--- src/rtl/core/odm_pkg.sv ---
`timescale 1ns / 1ps
`default_nettype none
// ----------------------------------------------------------------------------
// odm_pkg
// shared types and constants for the omni drive mixer with heading hold
// ----------------------------------------------------------------------------
package odm_pkg;

    localparam int CFG_INDEX_W = 1;
    localparam int CFG_DATA_W  = 8;

    // register indexes on the config port
    localparam logic [CFG_INDEX_W-1:0] CFG_REF_HEADING = 1'd0;
    localparam logic [CFG_INDEX_W-1:0] CFG_DRIVE_SPEED = 1'd1;

    localparam int NUM_WHEELS = 4;
    localparam int NUM_DIRS   = 17;
    localparam logic [4:0] DIR_STOP = 5'd16;

    localparam logic OP_TABLE    = 1'b0;
    localparam logic OP_EXPLICIT = 1'b1;

    // direction table codes: magnitude full or half, sign gives direction
    localparam logic signed [2:0] CODE_FULL     = 3'sd2;
    localparam logic signed [2:0] CODE_HALF     = 3'sd1;
    localparam logic signed [2:0] CODE_NEG_HALF = -3'sd1;
    localparam logic signed [2:0] CODE_NEG_FULL = -3'sd2;

    localparam logic signed [2:0] DIR_TABLE [NUM_DIRS][NUM_WHEELS] = '{
        '{ 3'sd2,  3'sd2, -3'sd2, -3'sd2}, '{ 3'sd2,  3'sd1, -3'sd2, -3'sd1},
        '{ 3'sd2,  3'sd0, -3'sd2,  3'sd0}, '{ 3'sd2, -3'sd1, -3'sd2,  3'sd1},
        '{ 3'sd2, -3'sd2, -3'sd2,  3'sd2}, '{ 3'sd1, -3'sd2, -3'sd1,  3'sd2},
        '{ 3'sd0, -3'sd2,  3'sd0,  3'sd2}, '{-3'sd1, -3'sd2,  3'sd1,  3'sd2},
        '{-3'sd2, -3'sd2,  3'sd2,  3'sd2}, '{-3'sd2, -3'sd1,  3'sd2,  3'sd1},
        '{-3'sd2,  3'sd0,  3'sd2,  3'sd0}, '{-3'sd2,  3'sd1,  3'sd2, -3'sd1},
        '{-3'sd2,  3'sd2,  3'sd2, -3'sd2}, '{-3'sd1,  3'sd2,  3'sd1, -3'sd2},
        '{ 3'sd0,  3'sd2,  3'sd0, -3'sd2}, '{ 3'sd1,  3'sd2, -3'sd1, -3'sd2},
        '{ 3'sd0,  3'sd0,  3'sd0,  3'sd0}
    };

    // heading correction constants
    localparam logic signed [9:0]  WRAP_HIGH = 10'sd128;
    localparam logic signed [9:0]  WRAP_LOW  = -10'sd128;
    localparam logic signed [9:0]  WRAP_SPAN = 10'sd256;
    localparam logic signed [8:0]  FINE_BAND = 9'sd25;
    localparam logic signed [12:0] WHEEL_MAX = 13'sd255;
    localparam logic signed [12:0] WHEEL_MIN = -13'sd255;

    typedef struct packed {
        logic               opcode;
        logic [4:0]         direction;
        logic [7:0]         compass_reading;
        logic signed [11:0] left_one_cmd;
        logic signed [11:0] left_two_cmd;
        logic signed [11:0] right_two_cmd;
        logic signed [11:0] right_one_cmd;
    } t_in_word;

    typedef struct packed {
        logic [7:0] left_one_duty;
        logic       left_one_rev;
        logic [7:0] left_two_duty;
        logic       left_two_rev;
        logic [7:0] right_two_duty;
        logic       right_two_rev;
        logic [7:0] right_one_duty;
        logic       right_one_rev;
    } t_out_word;

endpackage
`default_nettype wire

--- src/rtl/core/omni_drive_mixer_heading_hold.sv ---
`timescale 1ns / 1ps
`default_nettype none
// ----------------------------------------------------------------------------
// omni_drive_mixer_heading_hold
// mixes a drive request and a compass byte into four wheel pwm settings
// ----------------------------------------------------------------------------
//
//  channel   signals                           direction  carries
//  -------   --------------------------------  ---------  ----------------------
//  in        i_in_valid o_in_ready i_in_word    in         drive request + compass
//  out       o_out_valid i_out_ready o_out_word out        four duty/rev pairs
//  cfg       i_cfg_we i_cfg_index i_cfg_data    in         heading ref, speed
//
//  one word per cycle sustained while the output accepts words; a word that is taken
//  passes through capture, correction, sum/clamp and the output register in order
//  each stage holds its own valid bit and moves when the stage after it is
//  empty or moving, so bubbles close up behind a stalled output
//  a table request with direction above stop is taken and dropped
//  i_rst_n is synchronous: it empties the pipe and loads the register defaults
//
module omni_drive_mixer_heading_hold (
    input  wire logic                          i_clk,
    input  wire logic                          i_rst_n,

    input  wire logic                          i_in_valid,
    output logic                               o_in_ready,
    input  wire odm_pkg::t_in_word             i_in_word,

    output logic                               o_out_valid,
    input  wire logic                          i_out_ready,
    output odm_pkg::t_out_word                 o_out_word,

    input  wire logic                          i_cfg_we,
    input  wire logic [odm_pkg::CFG_INDEX_W-1:0] i_cfg_index,
    input  wire logic [odm_pkg::CFG_DATA_W-1:0]  i_cfg_data
);
    import odm_pkg::*;

    // configuration registers
    logic [7:0] r_ref_heading;
    logic [7:0] r_drive_speed;

    always_ff @(posedge i_clk) begin
        if (!i_rst_n) begin
            r_ref_heading <= 8'd0;
            r_drive_speed <= 8'd255;
        end else if (i_cfg_we) begin
            unique case (i_cfg_index)
                CFG_REF_HEADING: r_ref_heading <= i_cfg_data;
                CFG_DRIVE_SPEED: r_drive_speed <= i_cfg_data;
                default: ;
            endcase
        end
    end

    // stage valid bits and per-stage advance
    logic r_v1, r_v2, r_v3, r_v4;
    logic rdy1, rdy2, rdy3, rdy4;

    assign rdy4 = !r_v4 || i_out_ready;
    assign rdy3 = !r_v3 || rdy4;
    assign rdy2 = !r_v2 || rdy3;
    assign rdy1 = !r_v1 || rdy2;
    assign o_in_ready = rdy1;

    // ---------------------------------------------------------------- stage 1
    // pick wheel base values, wrap the heading error into -128..128
    logic                keep_word;
    logic [4:0]          dir_row;
    logic [7:0]          half_speed;
    logic signed [11:0]  n_wheel [NUM_WHEELS];
    logic signed [11:0]  cmd     [NUM_WHEELS];
    logic signed [9:0]   raw_err;
    logic signed [9:0]   wrap_err;
    logic signed [2:0]   code;

    assign keep_word  = (i_in_word.opcode == OP_EXPLICIT) || (i_in_word.direction <= DIR_STOP);
    assign dir_row    = (i_in_word.direction <= DIR_STOP) ? i_in_word.direction : DIR_STOP;
    assign half_speed = r_drive_speed >> 1;

    assign cmd[0] = i_in_word.left_one_cmd;
    assign cmd[1] = i_in_word.left_two_cmd;
    assign cmd[2] = i_in_word.right_two_cmd;
    assign cmd[3] = i_in_word.right_one_cmd;

    always_comb begin
        for (int k = 0; k < NUM_WHEELS; k++) begin
            code = DIR_TABLE[dir_row][k];
            if (i_in_word.opcode == OP_EXPLICIT) begin
                n_wheel[k] = cmd[k];
            end else begin
                unique case (code)
                    CODE_FULL:     n_wheel[k] = $signed({4'd0, r_drive_speed});
                    CODE_HALF:     n_wheel[k] = $signed({4'd0, half_speed});
                    CODE_NEG_HALF: n_wheel[k] = -$signed({4'd0, half_speed});
                    CODE_NEG_FULL: n_wheel[k] = -$signed({4'd0, r_drive_speed});
                    default:       n_wheel[k] = 12'sd0;
                endcase
            end
        end
    end

    assign raw_err = $signed({2'b00, i_in_word.compass_reading})
                   - $signed({2'b00, r_ref_heading});

    always_comb begin
        if (raw_err > WRAP_HIGH) begin
            wrap_err = raw_err - WRAP_SPAN;
        end else if (raw_err < WRAP_LOW) begin
            wrap_err = raw_err + WRAP_SPAN;
        end else begin
            wrap_err = raw_err;
        end
    end

    logic signed [11:0] r_s1_wheel [NUM_WHEELS];
    logic signed [8:0]  r_s1_err;

    always_ff @(posedge i_clk) begin
        if (rdy1) begin
            r_s1_wheel <= n_wheel;
            r_s1_err   <= wrap_err[8:0];
        end
    end

    // ---------------------------------------------------------------- stage 2
    // gain -3 inside the fine band, -2 outside
    logic signed [10:0] err_x;
    logic signed [10:0] n_corr;

    assign err_x = {{2{r_s1_err[8]}}, r_s1_err};

    always_comb begin
        if ((r_s1_err <= FINE_BAND) && (r_s1_err >= -FINE_BAND)) begin
            n_corr = -(err_x + (err_x <<< 1));
        end else begin
            n_corr = -(err_x <<< 1);
        end
    end

    logic signed [11:0] r_s2_wheel [NUM_WHEELS];
    logic signed [9:0]  r_s2_corr;

    always_ff @(posedge i_clk) begin
        if (rdy2) begin
            r_s2_wheel <= r_s1_wheel;
            r_s2_corr  <= n_corr[9:0];
        end
    end

    // ---------------------------------------------------------------- stage 3
    // add correction to each wheel and clamp to +-255
    logic signed [12:0] wsum  [NUM_WHEELS];
    logic signed [8:0]  n_clp [NUM_WHEELS];

    always_comb begin
        for (int k = 0; k < NUM_WHEELS; k++) begin
            wsum[k] = {r_s2_wheel[k][11], r_s2_wheel[k]}
                    + {{3{r_s2_corr[9]}}, r_s2_corr};
            if (wsum[k] > WHEEL_MAX) begin
                n_clp[k] = WHEEL_MAX[8:0];
            end else if (wsum[k] < WHEEL_MIN) begin
                n_clp[k] = WHEEL_MIN[8:0];
            end else begin
                n_clp[k] = wsum[k][8:0];
            end
        end
    end

    logic signed [8:0] r_s3_clp [NUM_WHEELS];

    always_ff @(posedge i_clk) begin
        if (rdy3) begin
            r_s3_clp <= n_clp;
        end
    end

    // ---------------------------------------------------------------- stage 4
    // positive value drives forward at that duty, else reverse at 255+v
    logic [7:0] duty [NUM_WHEELS];
    logic       rev  [NUM_WHEELS];
    logic [8:0] off_sum [NUM_WHEELS];
    t_out_word  n_out;

    always_comb begin
        for (int k = 0; k < NUM_WHEELS; k++) begin
            off_sum[k] = r_s3_clp[k] + 9'd255;
            if (r_s3_clp[k] > 9'sd0) begin
                duty[k] = r_s3_clp[k][7:0];
                rev[k]  = 1'b0;
            end else begin
                duty[k] = off_sum[k][7:0];
                rev[k]  = 1'b1;
            end
        end
        n_out.left_one_duty  = duty[0];
        n_out.left_one_rev   = rev[0];
        n_out.left_two_duty  = duty[1];
        n_out.left_two_rev   = rev[1];
        n_out.right_two_duty = duty[2];
        n_out.right_two_rev  = rev[2];
        n_out.right_one_duty = duty[3];
        n_out.right_one_rev  = rev[3];
    end

    t_out_word r_out;

    always_ff @(posedge i_clk) begin
        if (rdy4) begin
            r_out <= n_out;
        end
    end

    // valid bits follow their data
    always_ff @(posedge i_clk) begin
        if (!i_rst_n) begin
            r_v1 <= 1'b0;
            r_v2 <= 1'b0;
            r_v3 <= 1'b0;
            r_v4 <= 1'b0;
        end else begin
            if (rdy1) r_v1 <= i_in_valid && keep_word;
            if (rdy2) r_v2 <= r_v1;
            if (rdy3) r_v3 <= r_v2;
            if (rdy4) r_v4 <= r_v3;
        end
    end

    assign o_out_valid = r_v4;
    assign o_out_word  = r_out;

endmodule
`default_nettype wire
--- config.mk ---
export PLATFORM = sky130hd
export DESIGN_NAME = omni_drive_mixer_heading_hold
export DESIGN_NICKNAME = d
export VERILOG_FILES = /design/src/rtl/core/odm_pkg.sv /design/src/rtl/core/omni_drive_mixer_heading_hold.sv
export SDC_FILE = /design/constraint.sdc
export NUM_CORES = 1
export LEC_CHECK = 0
export BUFFER_PORTS_ARGS = -buffer_cell sky130_fd_sc_hd__buf_2
export CORE_UTILIZATION = 30
export CTS_CLUSTER_DIAMETER = 80
export DETAILED_ROUTE_END_ITERATION = 16
export PLACE_DENSITY = 0.53
export SYNTH_ARGS = -nofsm -noshare
export SYNTH_HDL_FRONTEND = slang
export SYNTH_SLANG_ARGS = --single-unit
--- constraint.sdc ---
create_clock -name i_clk -period 4.8 [get_ports i_clk]
set_input_delay 0.96 -clock i_clk [delete_from_list [all_inputs] [get_ports i_clk]]
set_output_delay 0.96 -clock i_clk [all_outputs]
set_load 0.03 [all_outputs]
==> results.toml, run 1 <==
[final_layout]
drive_gt1_frac = 0.155
syn_to_final_growth_pct = 15.4
final_cell_count_no_fill = 1898
antenna_cells = 0
nets = 1518
design_area_mm2 = 0.0149

[job]
drv_cap = 0

[global_route]
grt_util_met3 = 0.0211
antenna_found_initial = 0
grtUsageTotal = 0.147
grt_overflow = 0
grt_pass1_vias = 8983
busiest_layer = "met2"
grtUsageMet2 = 0.247
grt_start_max_net_pins = 59
met1_usage = 0.195
grt_first_pass_wirelength_um = 50500

[timing]
hold_violations = 0
setup_viol = 0
worstMarginPinSlew_ns = 1.01
min_period_ns = 3.28
rsz0062_at_grt = "false"
fin_tns_setup_ns = 0
slew_violations = 0
skew_ns = 0.0125
fmax_ghz = 0.305
min_period_over_period = 0.684
max_slew_margin = 0.306

[routing]
drt_iter0_drc = 550
first_pass_iters = 6
num_vias = 9513
wl_per_cell_um = 17.3
wirelength_um = 32900
viasPerCell = 5.01
post-route-drc-count = 0
postRouteAntennaNets = 0

[synth]
synth-xor-area-share = 0.0650
ys.flop_type = "edfxtp_1"
synth_edf_count = 187
netlist_instances = 1226
synth_seq_cells = 207
synthMuxAreaShare = 0.0171
avgSynthCellArea_um2 = 10.5
netlist_area_mm2 = 0.0129
synth_top_family_by_area = "compound AO/OA/AOI/OAI gates"
synth_simple_gate_area_frac = 0.136
synth_compound_area_frac = 0.185
synth_adder_area_share = 0.0987
syn-num-nets = 1401
yosysWarnings = 0
async_flop_share = 0
synth.distinct_cells = 85
ys_seq_area_frac = 0.465

[clock_tree]
clock-root-buffer = "clkbuf_16"
postCtsHoldBufs = 0
path_clk_slew_ns = 0.06
cts_num_sinks = 207
clk_latency_ns = 0.52
cts_resized = 0
cts_tree = "yes"
numCtsBuffers = 24
cts_buffer_depth = 3
htreeDepth = 1
post-cts-setup-buffers = 0

[place]
portBuffers = 113
routabilityCongestion = 0.870
placed_cells = 1856
hpwl_um = 25500
dpl_cell_area_mm2 = 0.0141

[power]
p_comb_frac = 0.347
vdd_drop_max_mv = 0.212
sw_frac_of_total = 0.351
internal_power_w = 0.00451
seqPwrFrac = 0.393
p_switching_w = 0.00244
power_frac_clock = 0.260
p_per_area_mw_per_mm2 = 466
p_leak_nw = 6.25

[worst_setup_path]
cp.required_ns = 5.01
reg2reg_slack_ns = 1.52
reg2reg_to = "r_s3_clp[14]"
critPathLaunchType = "flop"
r2r_start = "r_s2_corr[0]"
crit_path_max_incr_delay_ns = 0.56
cpMaxStageDelayCell = "edfxtp_1"
arrival_ns = 3.50
cp_max_fo = 7
crit_chain = "ha_1 > fa_1 > a21o_1 > a211oi_1 > o32a_1 > o211ai_1 > o31ai_1 > o21ai_0"
criticalPathCategory = "flop to flop"
worst_setup_path_end_kind = "flop"
worst-r2r-cell-count = 8

[floorplanning]
die_area_mm2 = 0.0439
die_h_um = 210
rows = 75
core-area_mm2 = 0.0422
fp.dieW_um = 210
start_util = 0.306
ios = 114

[worst_hold_path]
whs_path_depth = 0
hp-class = "flop to flop"
hold_path_end = "r_s2_wheel[39]"
worstHoldStart = "r_s1_wheel[39]"

[status]
status = "finished, final reports clean"
-- stage by stage --
stage	setup WS, ns	power, W	utilization	hold slack [ns]
2_1_floorplan	0.667	0.00455	-	0.400
3_3_place_gp	1.22	0.00516	0.335	0.402
3_5_place_dp	1.07	0.00518	0.335	0.405
4_1_cts	1.50	0.00702	0.353	0.411
5_1_grt	1.23	0.00738	0.353	0.423
6_report	1.52	0.00695	0.353	0.412
-- routing by layer --
metal | wire, um | vias up
met5 | 0 | -
met4 | 902 | 0
met3 | 1500 | 51
li1 | - | 4806
met1 | 14900 | 4418
met2 | 15500 | 238
-- area by class of cell --
type / count / area [um^2]
clock buffer: 32 / 652
clock inverter: 10 / 131
multi-input combinational: 909 / 6500
fill: 4280 / 27300
tap: 539 / 674
timing repair buffer: 127 / 671
sequential: 207 / 6020
inverter: 74 / 279
-- state kept, by name (all words and copies together) (netlist names) --
signal and count:
o_out_valid 1, o_out_word 36, r_drive_speed 8, r_ref_heading 8, r_s1_err 9, r_s1_wheel 48, r_s2_corr 10, r_s2_wheel 48
r_s3_clp 36, r_v1 1, r_v2 1, r_v3 1
-- logic make-up (layout without fill, tap and decap cells) --
group	after synthesis	after routing
simple gates	352	352
compound gates	341	341
flops	207	207
buf+inv	110	243
fa+ha+maj	99	99
xor+xnor	96	96
mux	21	21
-- critical path: cells and delay by family, from the launching register on --
family                     cells  cell delay, ns
AOI/OAI and AO/OA              6            1.72
DFF                            1            0.56
adders and majority gates      2            0.69
-- power groups by stage --
stage | Clock, W | Combinational, W | Sequential (W)
2_1_floorplan | 0 | 0.00160 | 0.00295
3_3_place_gp | 0 | 0.00239 | 0.00277
3_5_place_dp | 0 | 0.00241 | 0.00278
4_1_cts | 0.00186 | 0.00242 | 0.00274
5_1_grt | 0.00193 | 0.00268 | 0.00278
6_report | 0.00181 | 0.00241 | 0.00273
-- worst max-delay path by stage --
stage | startpoint | to | cells after the start
5_1_grt | r_s2_corr[0] | r_s3_clp[16] | 8
3_3_place_gp | i_in_word[60] | r_s1_wheel[35] | 8
3_5_place_dp | i_in_word[60] | r_s1_wheel[33] | 8
6_report | r_s2_corr[0] | r_s3_clp[14] | 8
4_1_cts | r_s2_corr[0] | r_s3_clp[14] | 8
2_1_floorplan | i_out_ready | r_s1_err[0] | 2
-- placed cells by master, fill, tap and decap left out, types with 13 or more instances in the layout --
master     synthesis  routed
buf_4              0      14
nor4_1            14      14
edfxtp_1         187     187
inv_1             73      73
a22o_1            13      13
a22oi_1           20      20
ha_1              94      94
nand2_1          113     113
buf_2              5     113
nor2_1            78      78
xnor2_1           59      59
o22ai_1           13      13
o21ai_0           62      62
a21o_1            46      46
a21oi_1           57      57
and3_1            14      14
clkbuf_16          0      25
xor2_1            37      37
nand3_1           21      20
nor2b_1           21      21
dfxtp_1           20      20
o21ai_1           15      15
-- cells in the mapped netlist (9+ instances only) --
cell type,count,area (um^2)
a21o_1,46,345
a21oi_1,57,285
a22o_1,13,114
a22oi_1,20,150
and2_1,11,68.8
and3_1,14,87.6
clkbuf_1,29,109
dfxtp_1,20,400
edfxtp_1,187,5620
ha_1,94,1180
inv_1,73,274
mux2i_1,12,120
nand2_1,113,424
nand2b_1,9,56.3
nand3_1,21,105
nor2_1,78,293
nor2b_1,21,131
nor3_1,11,55.1
nor4_1,14,87.6
o211ai_1,11,82.6
o21ai_0,62,310
o21ai_1,15,75.1
o21bai_1,12,90.1
o22ai_1,13,81.3
xnor2_1,59,517
xor2_1,37,324
Note: power is estimated with default switching activity, not from simulation.
==> run 2, diff against run 1 <==
--- a/config.mk
+++ b/config.mk
@@ -5,11 +5,12 @@
 export SDC_FILE = /design/constraint.sdc
 export NUM_CORES = 1
 export LEC_CHECK = 0
+export ABC_AREA = 1
 export BUFFER_PORTS_ARGS = -buffer_cell sky130_fd_sc_hd__buf_2
 export CORE_UTILIZATION = 30
 export CTS_CLUSTER_DIAMETER = 80
 export DETAILED_ROUTE_END_ITERATION = 16
-export PLACE_DENSITY = 0.53
+export PLACE_DENSITY = 0.54
 export SYNTH_ARGS = -nofsm -noshare
 export SYNTH_HDL_FRONTEND = slang
 export SYNTH_SLANG_ARGS = --single-unit
==> constraint.sdc (replaced) <==
create_clock -name i_clk -period 2.95 [get_ports i_clk]
set_input_delay 0.59 -clock i_clk [delete_from_list [all_inputs] [get_ports i_clk]]
set_output_delay 0.59 -clock i_clk [all_outputs]
set_load 0.03 [all_outputs]
==> results.toml, run 2 <==
[status]
status = "finished, final reports clean"

[global_route]
grt_overflow = 0
grt_start_max_net_pins = 59
grt_first_pass_wirelength_um = 55100
grt_pass1_vias = 10509
antenna_found_initial = 0
grtUsageTotal = 0.147

[synth]
ys_top_cells_by_area = "edfxtp_1, nand2_1, ha_1"
netlist_area_mm2 = 0.0137
synth.distinct_cells = 54
yosysWarnings = 0
netlist_instances = 1666
synth_edf_count = 187
synth-xor-area-share = 0.0449
ys.flop_type = "edfxtp_1"
synth_adder_area_share = 0.0930
synth_seq_cells = 207
synth_simple_gate_area_frac = 0.262
yosysMostFrequentCell = "nand2_1"
async_flop_share = 0
synth_top_area_share = 0.409
syn-num-nets = 1841
yosysTopAreaCell = "edfxtp_1"
synth_compound_area_frac = 0.0834
ys_seq_area_frac = 0.438
avgSynthCellArea_um2 = 8.24
synth_top_family_by_area = "simple AND/OR/NAND/NOR gates"
synth_common_cells = "nand2_1, inv_1, edfxtp_1"
synthMuxAreaShare = 0

[final_layout]
syn_to_final_growth_pct = 16.1
largestRegisters = "r_s1_wheel (48), r_s2_wheel (48)"
final_common_cell = "nand2_1"
multi_input_area_mm2 = 0.00667
register_area_mm2 = 0.00602
nets = 1976
final_cell_mix = "nand2_1, inv_1, edfxtp_1"
nFillCells = 4783
antenna_cells = 0
final_cell_count_no_fill = 2421
drive_gt1_frac = 0.131
design_area_mm2 = 0.0159

[worst_setup_path]
cp.required_ns = 3.22
arrival_ns = 2.92
critPathLaunchType = "flop"
cp_max_fo = 8
r2r_start = "r_s2_corr[0]"
startpoint = "r_s2_corr[0]"
criticalPathCategory = "flop to flop"
worst_setup_path_end_kind = "flop"

[routing]
post-route-drc-count = 0
viasPerCell = 4.57
wl_per_cell_um = 14.1
num_vias = 11073
postRouteAntennaNets = 0
wirelength_um = 34200
first_pass_iters = 5
drt_iter0_drc = 630

[clock_tree]
cts_num_sinks = 207
clk_latency_ns = 0.56
post-cts-setup-buffers = 0
numCtsBuffers = 26
path_clk_slew_ns = 0.06
htreeDepth = 1
cts_tree = "yes"
clock-root-buffer = "clkbuf_16"
cts_buffer_depth = 3
postCtsHoldBufs = 0
cts_resized = 0

[worst_hold_path]
hp-class = "primary input to flop"
worstHoldStart = "i_cfg_data[1]"

[place]
hpwl_um = 27600
placed_cells = 2373
place_ws_ns = -0.139
routabilityCongestion = 0.868
dpl_cell_area_mm2 = 0.0151
portBuffers = 113

[job]
drv_cap = 0

[timing]
rsz0062_at_grt = "false"
fin_ws_ns = 0.297
max_slew_margin = 0.296
worstMarginPinSlew_ns = 1.06
skew_ns = 0.0322
slew_violations = 0
min_period_over_period = 0.899
fmax_ghz = 0.377
min_period_ns = 2.65
hold_violations = 0
setup_viol = 0

[floorplanning]
rows = 78
die_area_mm2 = 0.0466
fp.dieW_um = 216
die_h_um = 216
ios = 114
start_util = 0.303
core-area_mm2 = 0.0453

[power]
p_leak_nw = 7.67
p_per_area_mw_per_mm2 = 884
vdd_drop_max_mv = 0.436
run 2: cell count changes after synthesis, moves of 14 or more:
cell | before | now
inv_1 | 73 | 225
clkbuf_1 | 29 | 13
a21o_1 | 46 | 0
xnor2_1 | 59 | 13
nand2_1 | 113 | 553
nor2b_1 | 21 | 0
a22oi_1 | 20 | 1
nand3_1 | 21 | 102
and3_1 | 14 | 0
nand4_1 | 8 | 37
run 2: final cells by class:
cell class,count,share of cell area
multi-input combinational,1192,0.418
inverter,239,0.0579
tap,600,0.0471
sequential,207,0.378
clock inverter,19,0.0115
timing repair buffer,135,0.0459
clock buffer,29,0.0415
run 2: cells by family after synthesis:
| group | Yosys count |
|---|---|
| compound gates | 193 |
| xor+xnor | 67 |
| fa+ha+maj | 99 |
| buf+inv | 267 |
| flops | 207 |
| simple gates | 833 |
run 2: metrics by stage:
step                hold WS (ns)  total power (W)  TNS (ns)  utilization
floorplan                  0.400          0.00953    -45.94            -
global placement           0.405           0.0111   -0.0990        0.333
detailed placement         0.405           0.0111     -1.01        0.333
CTS                        0.246           0.0142         0        0.352
global route               0.271           0.0153         0        0.352
finish                     0.268           0.0141         0        0.352
run 2: worst paths after layout:
kind              cells past startpoint          endpoint  slack [ns]
setup / recovery                     10      r_s3_clp[18]        0.30
hold / removal                        3  r_drive_speed[1]        0.27
setup reg to reg                     10      r_s3_clp[18]        0.30
hold reg to reg                       0    r_s2_wheel[30]        0.42
run 2: report_power, final:
group | internal [W] | switching [W] | total, W
registers | 0.00427 | 0.000492 | 0.00476
clock network | 0.00181 | 0.00124 | 0.00306
logic | 0.00213 | 0.00414 | 0.00627
run 2: routing by layer:
metal / global-route usage / share of wire / vias to the layer above
li1: - / - / 5772
met1: 0.201 / 0.48 / 5025
met2: 0.242 / 0.46 / 231
met3: 0.0192 / 0.037 / 45
met4: 0.0364 / 0.020 / 0
met5: 0 / 0 / -
run 2: worst max-delay path, cell delays in order (launching register included):
cell	delay, ns
edfxtp_1	0.51
ha_1	0.30
fa_1	0.47
nand3_1	0.14
nand2_1	0.08
nand2_1	0.07
nand2_1	0.08
xnor2_1	0.24
nand4_1	0.12
nand2_1	0.23
nand3b_1	0.12
==> run 3, diff against run 2 <==
--- a/config.mk
+++ b/config.mk
@@ -7,10 +7,10 @@
 export LEC_CHECK = 0
 export ABC_AREA = 1
 export BUFFER_PORTS_ARGS = -buffer_cell sky130_fd_sc_hd__buf_2
-export CORE_UTILIZATION = 30
+export CORE_UTILIZATION = 52
 export CTS_CLUSTER_DIAMETER = 80
 export DETAILED_ROUTE_END_ITERATION = 16
-export PLACE_DENSITY = 0.54
+export PLACE_DENSITY = 0.83
 export SYNTH_ARGS = -nofsm -noshare
 export SYNTH_HDL_FRONTEND = slang
 export SYNTH_SLANG_ARGS = --single-unit
==> constraint.sdc (replaced) <==
create_clock -name i_clk -period 2.5 [get_ports i_clk]
set_input_delay 0.5 -clock i_clk [delete_from_list [all_inputs] [get_ports i_clk]]
set_output_delay 0.5 -clock i_clk [all_outputs]
set_load 0.03 [all_outputs]
==> results.toml, run 3 (same netlist as run 2, synthesis figures left out) <==
[status]
status = "finished, final reports clean"

[final_layout]
largestRegisters = "r_s1_wheel (48), r_s2_wheel (48)"
nets = 2010
drive_gt1_frac = 0.159
design_area_mm2 = 0.0159
final_common_cell = "nand2_1"
antenna_cells = 0
final_cell_mix = "nand2_1, inv_1, edfxtp_1"
syn_to_final_growth_pct = 15.8
nFillCells = 2230

[worst_setup_path]
cp_max_fo = 8
criticalPathCategory = "flop to flop"
crit_chain = "ha_1 > nand2_1 > inv_1 > a21oi_1 > nand2_1 > nand2_1 > o211ai_2 > xor2_2 > nand2_2 > nand2_1 > nand2_1"
crit_path_max_incr_delay_ns = 0.54
arrival_ns = 2.63
cp.required_ns = 2.75
cpMaxStageDelayCell = "edfxtp_1"
cp_common_cell = "nand2_1"
worst_setup_path_end_kind = "flop"
critPathLaunchType = "flop"

[routing]
num_vias = 11432
postRouteAntennaNets = 0
wirelength_um = 32500
first_pass_iters = 5
wl_per_cell_um = 14.9
post-route-drc-count = 0
viasPerCell = 5.23
drt_iter0_drc = 828

[global_route]
met1_usage = 0.302
grt_start_max_net_pins = 59
grtUsageTotal = 0.243
busiest_layer = "met2"
antenna_found_initial = 0
grtUsageMet2 = 0.439
grt_pass1_vias = 10768
grt_util_met3 = 0.0266
grt_first_pass_wirelength_um = 51900
grt_overflow = 0

[power]
p_per_area_mw_per_mm2 = 1040
vdd_drop_max_mv = 0.733
p_leak_nw = 7.79

[clock_tree]
cts_tree = "yes"
htreeDepth = 1
cts_buffer_depth = 3
cts_num_sinks = 207
postCtsHoldBufs = 0
clk_latency_ns = 0.51
clock-root-buffer = "clkbuf_16"
path_clk_slew_ns = 0.06
numCtsBuffers = 22

[floorplanning]
start_util = 0.528
fp.dieW_um = 164
rows = 59
ios = 114
core-area_mm2 = 0.0260
die_h_um = 164
die_area_mm2 = 0.0270

[timing]
worstMarginPinSlew_ns = 1.05
min_period_ns = 2.38
slew_violations = 0
fin_ws_ns = 0.119
skew_ns = 0.0224
hold_slack_ns = 0.216
rsz0062_at_grt = "true"
fmax_ghz = 0.420
hold_violations = 0
setup_viol = 0
max_slew_margin = 0.296
min_period_over_period = 0.952

[place]
dpl_cell_area_mm2 = 0.0150
routabilityCongestion = 0.982
place_ws_ns = -0.133
hpwl_um = 25000
portBuffers = 113

[job]
drv_cap = 0

[worst_hold_path]
hp-class = "primary input to flop"
-- run 3: cell types whose count changed in the layout (fill, tap and decap cells not counted), moves of 6 or more --
cell	change
nand2_1	-7
nand2_2	+6
ha_2	+11
buf_4	+35
ha_1	-15
-- run 3: repair_timing --
action	in CTS	in global routing
setup buffers	0	3
gates cloned	0	0
endpoints found under the hold margin	0	0
pin swaps	0	7
resized for setup	1	40
setup endpoints to repair	1	35
-- run 3: path summary, 6_finish.rpt --
kind	start	to	slack, ns	cells after the start
hold reg to reg	r_s1_wheel[20]	r_s2_wheel[20]	0.41	0
setup / recovery	r_s2_corr[6]	r_s3_clp[32]	0.12	11
setup reg to reg	r_s2_corr[6]	r_s3_clp[32]	0.12	11
hold / removal	i_cfg_data[1]	r_drive_speed[1]	0.22	3
-- run 3: metal layers --
metal	wire, um	vias to the layer above	part of all wire
met1	13700	5189	0.42
met3	1700	79	0.052
li1	-	5834	-
met5	0	-	0
met2	16000	330	0.49
met4	1090	0	0.033
-- run 3: cell type report --
class	instances	area (um^2)	share of cell area
sequential	207	6020	0.378
timing repair buffer	173	1040	0.0657
clock buffer	30	622	0.0391
clock inverter	9	73.8	0.00464
inverter	239	915	0.0575
multi-input combinational	1192	6800	0.428
tap	335	419	0.0264
-- run 3: worst max-delay path: cells and delay by family, from the launching register on --
family | cells | cell delay [ns]
AOI/OAI and AO/OA | 2 | 0.29
xor gates and xnor gates | 1 | 0.21
adders and majority gates | 1 | 0.42
buffers and inverters | 1 | 0.05
DFF | 1 | 0.54
and+or+nand+nor | 6 | 0.60
-- run 3: power breakdown --
| part | switching, W | internal, W | leakage (nW) |
|---|---|---|---|
| sequential | 0.000479 | 0.00504 | 2.18 |
| clock | 0.00130 | 0.00184 | 0.339 |
| combinational | 0.00509 | 0.00277 | 5.28 |
| total | 0.00686 | 0.00965 | 7.79 |
-- run 3: stage by stage --
stage / std cells / utilization / setup TNS (ns) / power (W)
after floorplan: 1666 / - / -98.86 / 0.0112
after global placement: 2143 / 0.578 / -0.00771 / 0.0128
after detailed placement: 2143 / 0.578 / -2.15 / 0.0131
after CTS: 2182 / 0.605 / 0 / 0.0163
after global routing: 2185 / 0.612 / -0.178 / 0.0178
final: 2185 / 0.612 / 0 / 0.0165
